$ cat config.mk
export PLATFORM = sky130hd
export DESIGN_NAME = ipv6_text_address_parser_unit
export DESIGN_NICKNAME = d
export VERILOG_FILES = /design/src/rtl/core/ipv6p_pkg.sv /design/src/rtl/core/ipv6p_front.sv /design/src/rtl/core/ipv6p_back.sv /design/src/rtl/core/ipv6_text_address_parser_unit.sv
export SDC_FILE = /design/constraint.sdc
export NUM_CORES = 2
export LEC_CHECK = 0
export BUFFER_PORTS_ARGS = -buffer_cell sky130_fd_sc_hd__buf_2
export CORE_MARGIN = 5
export CORE_UTILIZATION = 60
export CTS_BUF_LIST = sky130_fd_sc_hd__clkbuf_8
export DETAILED_ROUTE_END_ITERATION = 8
export PLACE_DENSITY = 0.83
export SLEW_MARGIN = 20
export SYNTH_ARGS = -nofsm -noshare
export SYNTH_HDL_FRONTEND = slang
export SYNTH_SLANG_ARGS = --single-unit
$ cat constraint.sdc
create_clock -name clk_i -period 24.8 [get_ports clk_i]
set_clock_uncertainty 0.05 [all_clocks]
set_input_delay 2.48 -clock clk_i [delete_from_list [all_inputs] [get_ports clk_i]]
set_output_delay 2.48 -clock clk_i [all_outputs]
set_load 0.01 [all_outputs]
$ cat src/rtl/core/ipv6p_pkg.sv
// ipv6p_pkg: types, character codes and constants shared by the ipv6 text parser
// used by ipv6p_front, ipv6p_back and ipv6_text_address_parser_unit
// no dependencies
`default_nettype none

package ipv6p_pkg;

  localparam int unsigned NUM_GROUPS  = 8;
  localparam int unsigned MAX_DIGITS  = 4;
  localparam int unsigned MAX_PDIGITS = 3;
  localparam int unsigned PREFIX_MAX  = 128;
  localparam int unsigned DEC_BASE    = 10;
  localparam int unsigned Q_DEPTH     = 2;
  localparam int unsigned Q_PTR_W     = $clog2(Q_DEPTH);
  localparam int unsigned Q_CNT_W     = $clog2(Q_DEPTH + 1);

  localparam logic [7:0] CHAR_COLON = 8'h3A;
  localparam logic [7:0] CHAR_SLASH = 8'h2F;
  localparam logic [7:0] CHAR_0     = 8'h30;
  localparam logic [7:0] CHAR_9     = 8'h39;
  localparam logic [7:0] CHAR_LA    = 8'h61;
  localparam logic [7:0] CHAR_LF    = 8'h66;
  localparam logic [7:0] CHAR_UA    = 8'h41;
  localparam logic [7:0] CHAR_UF    = 8'h46;

  typedef enum logic [7:0] {
    PH_START       = 8'b0000_0001,
    PH_START_COLON = 8'b0000_0010,
    PH_HEAD_GROUP  = 8'b0000_0100,
    PH_HEAD_COLON  = 8'b0000_1000,
    PH_ABBREV      = 8'b0001_0000,
    PH_TAIL_GROUP  = 8'b0010_0000,
    PH_TAIL_COLON  = 8'b0100_0000,
    PH_PREFIX      = 8'b1000_0000
  } phase_e;

  typedef struct packed {
    logic [7:0] character;
    logic       last;
  } in_t;

  typedef struct packed {
    logic        ok;
    logic [63:0] address_high;
    logic [63:0] address_low;
    logic [7:0]  prefix_len;
    logic [63:0] mask_high;
    logic [63:0] mask_low;
  } out_t;

  // classified character
  typedef struct packed {
    logic       is_hex;
    logic [3:0] value;
    logic       is_dec;
    logic       is_colon;
    logic       is_slash;
    logic       pm;
    logic       last;
  } cls_t;

endpackage

`default_nettype wire

$ cat src/rtl/core/ipv6p_front.sv
// ipv6p_front: holds the mode register, classifies each character item
// and buffers classified items in a short queue toward the parser
// depends on ipv6p_pkg
`default_nettype none

module ipv6p_front (
  input  wire logic           clk_i,
  input  wire logic           rst_ni,
  input  wire logic           push_i,
  output logic                full_o,
  input  wire ipv6p_pkg::in_t in_i,
  input  wire logic           cfg_valid_i,
  output logic                cfg_ready_o,
  input  wire logic           cfg_data_i,
  output logic                mid_valid_o,
  input  wire logic           mid_pop_i,
  output ipv6p_pkg::cls_t     mid_o
);

  logic                           pm_q;
  ipv6p_pkg::cls_t                cls;
  ipv6p_pkg::cls_t                mem_q [ipv6p_pkg::Q_DEPTH];
  logic [ipv6p_pkg::Q_PTR_W-1:0]  wptr_q, rptr_q;
  logic [ipv6p_pkg::Q_CNT_W-1:0]  cnt_q;
  logic                           wr, rd;
  logic [7:0]                     c;

  assign cfg_ready_o = 1'b1;

  always_ff @(posedge clk_i or negedge rst_ni) begin
    if (!rst_ni) begin
      pm_q <= 1'b0;
    end else if (cfg_valid_i) begin
      pm_q <= cfg_data_i;
    end
  end

  always_comb begin
    c            = in_i.character;
    cls.is_hex   = 1'b0;
    cls.value    = 4'd0;
    cls.is_dec   = 1'b0;
    if (c >= ipv6p_pkg::CHAR_0 && c <= ipv6p_pkg::CHAR_9) begin
      cls.is_hex = 1'b1;
      cls.is_dec = 1'b1;
      cls.value  = 4'(c - ipv6p_pkg::CHAR_0);
    end else if (c >= ipv6p_pkg::CHAR_LA && c <= ipv6p_pkg::CHAR_LF) begin
      cls.is_hex = 1'b1;
      cls.value  = 4'(c - ipv6p_pkg::CHAR_LA + 8'd10);
    end else if (c >= ipv6p_pkg::CHAR_UA && c <= ipv6p_pkg::CHAR_UF) begin
      cls.is_hex = 1'b1;
      cls.value  = 4'(c - ipv6p_pkg::CHAR_UA + 8'd10);
    end
    cls.is_colon = (c == ipv6p_pkg::CHAR_COLON);
    cls.is_slash = pm_q && (c == ipv6p_pkg::CHAR_SLASH);
    cls.pm       = pm_q;
    cls.last     = in_i.last;
  end

  assign full_o      = (cnt_q == ipv6p_pkg::Q_CNT_W'(ipv6p_pkg::Q_DEPTH));
  assign mid_valid_o = (cnt_q != '0);
  assign wr          = push_i && !full_o;
  assign rd          = mid_pop_i && mid_valid_o;
  assign mid_o       = mem_q[rptr_q];

  always_ff @(posedge clk_i) begin
    if (wr) begin
      mem_q[wptr_q] <= cls;
    end
  end

  always_ff @(posedge clk_i or negedge rst_ni) begin
    if (!rst_ni) begin
      wptr_q <= '0;
      rptr_q <= '0;
      cnt_q  <= '0;
    end else begin
      if (wr) wptr_q <= wptr_q + 1'b1;
      if (rd) rptr_q <= rptr_q + 1'b1;
      if (wr && !rd) cnt_q <= cnt_q + 1'b1;
      else if (rd && !wr) cnt_q <= cnt_q - 1'b1;
    end
  end

endmodule

`default_nettype wire

$ cat src/rtl/core/ipv6p_back.sv
// ipv6p_back: parser state machine over classified items, builds the
// address and mask on the last item and queues results
// depends on ipv6p_pkg
`default_nettype none

module ipv6p_back (
  input  wire logic            clk_i,
  input  wire logic            rst_ni,
  input  wire logic            mid_valid_i,
  output logic                 mid_pop_o,
  input  wire ipv6p_pkg::cls_t mid_i,
  output logic                 empty_o,
  input  wire logic            pop_i,
  output ipv6p_pkg::out_t      out_o
);

  logic [15:0]       head_q [ipv6p_pkg::NUM_GROUPS];
  logic [15:0]       head_d [ipv6p_pkg::NUM_GROUPS];
  logic [15:0]       tail_q [ipv6p_pkg::NUM_GROUPS];
  logic [15:0]       tail_d [ipv6p_pkg::NUM_GROUPS];
  logic [15:0]       head_f [ipv6p_pkg::NUM_GROUPS];
  logic [15:0]       tail_f [ipv6p_pkg::NUM_GROUPS];
  logic [15:0]       grp    [ipv6p_pkg::NUM_GROUPS];
  logic [15:0]       acc_q, acc_d;
  logic [2:0]        dig_q, dig_d;
  logic [3:0]        hc_q, hc_d, hc_f;
  logic [3:0]        tc_q, tc_d, tc_f;
  ipv6p_pkg::phase_e ph_q, ph_d;
  logic [9:0]        pacc_q, pacc_d;
  logic [1:0]        pdig_q, pdig_d;
  logic              fail_q, fail_d;
  logic              take, room, ok;
  logic [4:0]        used;
  logic [3:0]        pos;
  logic [7:0]        plen;
  logic [127:0]      mask;
  ipv6p_pkg::out_t   res;

  ipv6p_pkg::out_t                mem_q [ipv6p_pkg::Q_DEPTH];
  logic [ipv6p_pkg::Q_PTR_W-1:0]  wptr_q, rptr_q;
  logic [ipv6p_pkg::Q_CNT_W-1:0]  cnt_q;
  logic                           wr, rd;

  assign room      = (cnt_q != ipv6p_pkg::Q_CNT_W'(ipv6p_pkg::Q_DEPTH));
  assign mid_pop_o = room;
  assign take      = mid_valid_i && room;
  assign used      = 5'(hc_q) + 5'd1 + 5'(tc_q);

  always_comb begin
    head_d = head_q;
    tail_d = tail_q;
    acc_d  = acc_q;
    dig_d  = dig_q;
    hc_d   = hc_q;
    tc_d   = tc_q;
    ph_d   = ph_q;
    pacc_d = pacc_q;
    pdig_d = pdig_q;
    fail_d = fail_q;

    if (take && !fail_q) begin
      case (ph_q)
        ipv6p_pkg::PH_START: begin
          if (mid_i.is_colon) begin
            ph_d = ipv6p_pkg::PH_START_COLON;
          end else if (mid_i.is_hex) begin
            acc_d = 16'(mid_i.value);
            dig_d = 3'd1;
            ph_d  = ipv6p_pkg::PH_HEAD_GROUP;
          end else begin
            fail_d = 1'b1;
          end
        end
        ipv6p_pkg::PH_START_COLON: begin
          if (mid_i.is_colon) ph_d = ipv6p_pkg::PH_ABBREV;
          else fail_d = 1'b1;
        end
        ipv6p_pkg::PH_HEAD_GROUP: begin
          if (mid_i.is_hex && dig_q < 3'(ipv6p_pkg::MAX_DIGITS)) begin
            acc_d = {acc_q[11:0], mid_i.value};
            dig_d = dig_q + 3'd1;
          end else begin
            if (hc_q < 4'(ipv6p_pkg::NUM_GROUPS)) begin
              head_d[hc_q[2:0]] = acc_q;
              hc_d = hc_q + 4'd1;
            end
            if (hc_d >= 4'(ipv6p_pkg::NUM_GROUPS)) begin
              if (mid_i.is_slash) ph_d = ipv6p_pkg::PH_PREFIX;
              else fail_d = 1'b1;
            end else if (mid_i.is_colon) begin
              ph_d = ipv6p_pkg::PH_HEAD_COLON;
            end else begin
              fail_d = 1'b1;
            end
          end
        end
        ipv6p_pkg::PH_HEAD_COLON: begin
          if (mid_i.is_colon) begin
            ph_d = ipv6p_pkg::PH_ABBREV;
          end else if (mid_i.is_hex) begin
            acc_d = 16'(mid_i.value);
            dig_d = 3'd1;
            ph_d  = ipv6p_pkg::PH_HEAD_GROUP;
          end else begin
            fail_d = 1'b1;
          end
        end
        ipv6p_pkg::PH_ABBREV: begin
          if (mid_i.is_hex) begin
            if (used < 5'(ipv6p_pkg::NUM_GROUPS)) begin
              acc_d = 16'(mid_i.value);
              dig_d = 3'd1;
              ph_d  = ipv6p_pkg::PH_TAIL_GROUP;
            end else begin
              fail_d = 1'b1;
            end
          end else if (mid_i.is_slash) begin
            ph_d = ipv6p_pkg::PH_PREFIX;
          end else begin
            fail_d = 1'b1;
          end
        end
        ipv6p_pkg::PH_TAIL_GROUP: begin
          if (mid_i.is_hex && dig_q < 3'(ipv6p_pkg::MAX_DIGITS)) begin
            acc_d = {acc_q[11:0], mid_i.value};
            dig_d = dig_q + 3'd1;
          end else begin
            if (tc_q < 4'(ipv6p_pkg::NUM_GROUPS)) begin
              tail_d[tc_q[2:0]] = acc_q;
              tc_d = tc_q + 4'd1;
            end
            if (mid_i.is_slash) begin
              ph_d = ipv6p_pkg::PH_PREFIX;
            end else if (mid_i.is_colon &&
                         (5'(hc_q) + 5'd1 + 5'(tc_d)) < 5'(ipv6p_pkg::NUM_GROUPS)) begin
              ph_d = ipv6p_pkg::PH_TAIL_COLON;
            end else begin
              fail_d = 1'b1;
            end
          end
        end
        ipv6p_pkg::PH_TAIL_COLON: begin
          if (mid_i.is_hex) begin
            acc_d = 16'(mid_i.value);
            dig_d = 3'd1;
            ph_d  = ipv6p_pkg::PH_TAIL_GROUP;
          end else begin
            fail_d = 1'b1;
          end
        end
        ipv6p_pkg::PH_PREFIX: begin
          if (mid_i.is_dec && pdig_q < 2'(ipv6p_pkg::MAX_PDIGITS)) begin
            pacc_d = 10'(pacc_q * 10'(ipv6p_pkg::DEC_BASE) + 10'(mid_i.value));
            pdig_d = pdig_q + 2'd1;
          end else begin
            fail_d = 1'b1;
          end
        end
        default: begin
          fail_d = 1'b1;
        end
      endcase
    end

    // end of text: final commit and result
    head_f = head_d;
    tail_f = tail_d;
    hc_f   = hc_d;
    tc_f   = tc_d;
    ok     = 1'b0;
    if (!fail_d) begin
      case (ph_d)
        ipv6p_pkg::PH_HEAD_GROUP: begin
          if (hc_d < 4'(ipv6p_pkg::NUM_GROUPS)) begin
            head_f[hc_d[2:0]] = acc_d;
            hc_f = hc_d + 4'd1;
          end
          ok = (hc_f == 4'(ipv6p_pkg::NUM_GROUPS)) && !mid_i.pm;
        end
        ipv6p_pkg::PH_TAIL_GROUP: begin
          if (tc_d < 4'(ipv6p_pkg::NUM_GROUPS)) begin
            tail_f[tc_d[2:0]] = acc_d;
            tc_f = tc_d + 4'd1;
          end
          ok = !mid_i.pm;
        end
        ipv6p_pkg::PH_ABBREV: begin
          ok = !mid_i.pm;
        end
        ipv6p_pkg::PH_PREFIX: begin
          ok = mid_i.pm && (pdig_d != 2'd0) && (pacc_d <= 10'(ipv6p_pkg::PREFIX_MAX));
        end
        default: begin
          ok = 1'b0;
        end
      endcase
    end

    for (int p = 0; p < ipv6p_pkg::NUM_GROUPS; p++) begin
      pos    = 4'(p) + tc_f;
      grp[p] = 16'd0;
      if (4'(p) < hc_f) grp[p] = head_f[p];
      if (pos[3]) grp[p] = tail_f[pos[2:0]];
    end

    plen = (ok && mid_i.pm) ? pacc_d[7:0] : 8'd0;
    mask = ~({128{1'b1}} >> plen);

    res.ok           = ok;
    res.address_high = ok ? {grp[0], grp[1], grp[2], grp[3]} : 64'd0;
    res.address_low  = ok ? {grp[4], grp[5], grp[6], grp[7]} : 64'd0;
    res.prefix_len   = plen;
    res.mask_high    = mask[127:64];
    res.mask_low     = mask[63:0];

    if (take && mid_i.last) begin
      acc_d  = 16'd0;
      dig_d  = 3'd0;
      hc_d   = 4'd0;
      tc_d   = 4'd0;
      ph_d   = ipv6p_pkg::PH_START;
      pacc_d = 10'd0;
      pdig_d = 2'd0;
      fail_d = 1'b0;
    end
  end

  always_ff @(posedge clk_i) begin
    head_q <= head_d;
    tail_q <= tail_d;
  end

  always_ff @(posedge clk_i or negedge rst_ni) begin
    if (!rst_ni) begin
      acc_q  <= 16'd0;
      dig_q  <= 3'd0;
      hc_q   <= 4'd0;
      tc_q   <= 4'd0;
      ph_q   <= ipv6p_pkg::PH_START;
      pacc_q <= 10'd0;
      pdig_q <= 2'd0;
      fail_q <= 1'b0;
    end else begin
      acc_q  <= acc_d;
      dig_q  <= dig_d;
      hc_q   <= hc_d;
      tc_q   <= tc_d;
      ph_q   <= ph_d;
      pacc_q <= pacc_d;
      pdig_q <= pdig_d;
      fail_q <= fail_d;
    end
  end

  // result queue
  assign wr      = take && mid_i.last;
  assign rd      = pop_i && !empty_o;
  assign empty_o = (cnt_q == '0);
  assign out_o   = mem_q[rptr_q];

  always_ff @(posedge clk_i) begin
    if (wr) begin
      mem_q[wptr_q] <= res;
    end
  end

  always_ff @(posedge clk_i or negedge rst_ni) begin
    if (!rst_ni) begin
      wptr_q <= '0;
      rptr_q <= '0;
      cnt_q  <= '0;
    end else begin
      if (wr) wptr_q <= wptr_q + 1'b1;
      if (rd) rptr_q <= rptr_q + 1'b1;
      if (wr && !rd) cnt_q <= cnt_q + 1'b1;
      else if (rd && !wr) cnt_q <= cnt_q - 1'b1;
    end
  end

endmodule

`default_nettype wire

$ cat src/rtl/core/ipv6_text_address_parser_unit.sv
// ipv6_text_address_parser_unit: top level of the ipv6 text address parser
// one character item per cycle while the front queue has room; the front queue
// registers each item, then the parser takes it and queues the result on the
// last character; a full result queue stalls the parser and then the input
// reset is asynchronous: queues empty, mode cleared to plain, parser at start
// depends on ipv6p_pkg, ipv6p_front, ipv6p_back
`default_nettype none

module ipv6_text_address_parser_unit (
  input  wire logic           clk_i,
  input  wire logic           rst_ni,
  input  wire logic           push,
  output logic                full,
  input  wire ipv6p_pkg::in_t in_i,
  output logic                empty,
  input  wire logic           pop,
  output ipv6p_pkg::out_t     out_o,
  input  wire logic           cfg_valid_i,
  output logic                cfg_ready_o,
  input  wire logic           cfg_data_i
);

  logic            mid_valid;
  logic            mid_pop;
  ipv6p_pkg::cls_t mid;

  ipv6p_front u_front (
    .clk_i       (clk_i),
    .rst_ni      (rst_ni),
    .push_i      (push),
    .full_o      (full),
    .in_i        (in_i),
    .cfg_valid_i (cfg_valid_i),
    .cfg_ready_o (cfg_ready_o),
    .cfg_data_i  (cfg_data_i),
    .mid_valid_o (mid_valid),
    .mid_pop_i   (mid_pop),
    .mid_o       (mid)
  );

  ipv6p_back u_back (
    .clk_i       (clk_i),
    .rst_ni      (rst_ni),
    .mid_valid_i (mid_valid),
    .mid_pop_o   (mid_pop),
    .mid_i       (mid),
    .empty_o     (empty),
    .pop_i       (pop),
    .out_o       (out_o)
  );

endmodule

`default_nettype wire

==> run summary <==
Outcome -> complete, no violations
Metal-1 WL -> 51700 um
Endpoint class of the critical path -> flip-flop
Max VDD drop -> 0.0979 mV
Synth Register Bits -> 861
Mean Syn Cell Area -> 11.9 sq um
Drt pass-1 iters -> 9
Setup repair bufs after CTS -> 0
Share of layout cells above drive strength 1 -> 29.6%
Fin crit period -> 7.60 ns
FP Rows -> 97
Vias in the first global route -> 30400
Clock slew at reported path FFs -> 0.06 ns
H-tree Lvls -> 4
Commonest non-fill, non-tap cell in the layout -> edfxtp_1
CTS Buffer Depth -> 3
Syn nets -> 3620
CTS tree -> done
Crit path kind -> reg -> reg
# clock sinks -> 861
Final nets -> 3872
Fin Hold WS -> 0.422 ns
Via density -> 6.64
Worst slew pin tran -> 1.37 ns
Ports -> 283
EDFF count, synth -> 548
Mapped Area -> 42400 sq um
Setup TNS -> 0 ns
GPL Wtd Cong -> 1.06
Clk Latency, worst-skew pair -> 0.82 ns
First-pass GRT wire length -> 197000 um
Max Freq -> 132 MHz
Die Y -> 276 um
Die width -> 276 um
RSZ-0062 raised after global routing -> false
Register area share after synthesis -> 54.3%
Synth top area share -> 38.9%
# hold bufs at CTS -> 0
Top sig layer -> met5
Yosys top cell by area -> edfxtp_1
Largest cells by area after synthesis -> edfxtp_1, mux2_2, dfxtp_1, mux2i_1, dfrtp_1
Most frequent cells in the layout -> edfxtp_1, mux2_2, nand2_1
Global route overflow -> 0
Worst slew margin -> 8.69%
Met2 WL post-DR -> 58500 um
Period utilisation layout -> 30.6%
Core Box Area -> 70000 sq um
Die ar. -> 76000 sq um
Max Cap Viol -> 0
Syn Inst Count -> 3562
Critical Path AT -> 8.16 ns
Remaining DRCs -> 0
Crit path required time -> 25.36 ns
I/O Buffers -> 281
Post-CTS resize count -> 0
Synth unique cells -> 107
Final Hold Viols -> 0
Vias -> 32300
Routed WL -> 137000 um
# setup viols final -> 0
Largest net degree at the start of global routing -> 178
Power Dens Cells -> 95.7 nW/um^2
Area delta synth->final -> 11.8%
Initial core utilization -> 60.5%
Worst setup SP type -> flip-flop
Most used DFF post-synth -> edfxtp_1
R2r setup slk -> 17.20 ns
Crit-path max FO -> 72
TritonCTS Buffers -> 139
Global-route usage over all layers -> 34.9%
Class of the worst hold path -> reg -> reg
Antenna Nets Post-Route -> 0
Slew Limit Fails -> 0
Async S/R FF share, synth -> 6.62%
Metal3 WL -> 19900 um
Avg WL per Cell -> 28.1 um
1st-iter DRT viols -> 5130
Synth Warn # -> 0
Leak pwr -> 19.0 nW
Cell at the root of the clock tree -> clkbuf_8
Dpl hpwl -> 93000 um
Antenna violations before repair -> 3
-- per-layer routing --
metal / vias up / track usage (%)
li1: 13800 / -
met1: 15700 / 47.8
met2: 2341 / 50.8
met3: 425 / 12.7
met4: 4 / 14.4
met5: - / 0
-- worst paths after layout --
path,cells past startpoint,startpoint,end
max,21,u_back.hc_q[0],u_back.mem_q[0][136]
max reg2reg,21,u_back.hc_q[0],u_back.mem_q[0][136]
min reg2reg,1,u_back.head_q[27],u_back.head_q[27]
min in group asynchronous,2,rst_ni,u_front.wptr_q
min,1,u_back.head_q[27],u_back.head_q[27]
max in group asynchronous,2,rst_ni,u_back.rptr_q
-- sequential cells by signal, summed over array words and instances, names as in the netlist, 8 cells and up --
signal and count:
u_back.mem_q 528, u_back.acc_q 16, u_back.ph_q 8, u_back.pacc_q 10
u_back.head_q 128, u_front.mem_q 20, u_back.tail_q 128
-- stage by stage --
stage	util (%)	std cells	setup slack [ns]	power, mW	instance area (sq um)
6_report	67.6	4869	17.20	4.53	47300
5_1_grt	67.6	4866	16.90	4.69	47300
4_1_cts	67.6	4863	17.39	4.52	47300
3_5_place_dp	63.7	4611	17.42	3.35	44600
3_3_place_gp	63.7	4610	17.61	3.33	44600
2_1_floorplan	-	3562	11.69	2.89	42400
-- layout make-up --
class                      count  area, sq um
tap                          940         1180
fill                        4956        22700
multi-input combinational   2310        17900
antenna                        4         10.0
sequential                   861        23000
clock inverter                97          531
inverter                     125          473
timing repair buffer         377         2130
clock buffer                 155         2130
-- kinds of logic after synthesis --
| logic type | synth area share (%) |
|---|---|
| compound gates | 12.0 |
| mux | 19.2 |
| flops | 54.3 |
| xor+xnor | 1.12 |
| buf+inv | 3.86 |
| fa+ha+maj | 1.31 |
| other cells | 0.00885 |
| simple gates | 8.20 |
-- worst max-delay path, cell delays in order (launching register included) --
cell,delay (ns)
dfrtp_1,0.65
ha_1,0.33
xor2_1,0.28
ha_1,0.29
a21oi_1,0.13
o31ai_1,0.10
nor3_1,0.29
o21ai_0,0.22
and3_1,0.25
o21ai_0,0.51
or3_1,0.62
nor2_4,0.23
a21o_1,0.23
buf_4,0.30
inv_2,0.09
buf_4,0.68
ha_1,0.51
xnor2_4,0.15
buf_4,0.58
mux4_2,0.41
mux2_2,0.27
nor2_1,0.15
-- synthesized netlist by cell type (56+ instances only) --
library cell    n
clkbuf_1      169
a21oi_1       187
dfxtp_1       256
buf_2          66
mux2i_1       211
dfrtp_1        56
nor2_1        257
mux2_2        483
nand2_1       288
o21ai_0       161
inv_1         119
edfxtp_1      548
o221ai_1       59
-- where the power goes --
| group | leakage (nW) | switching (mW) | internal [mW] | total (mW) |
|---|---|---|---|---|
| clock network | 1.58 | 0.583 | 0.602 | 1.19 |
| logic | 9.44 | 0.856 | 0.503 | 1.36 |
| registers | 8.02 | 0.120 | 1.86 | 1.98 |
| total | 19.0 | 1.56 | 2.97 | 4.53 |
Note: power is estimated with default switching activity, not from simulation.
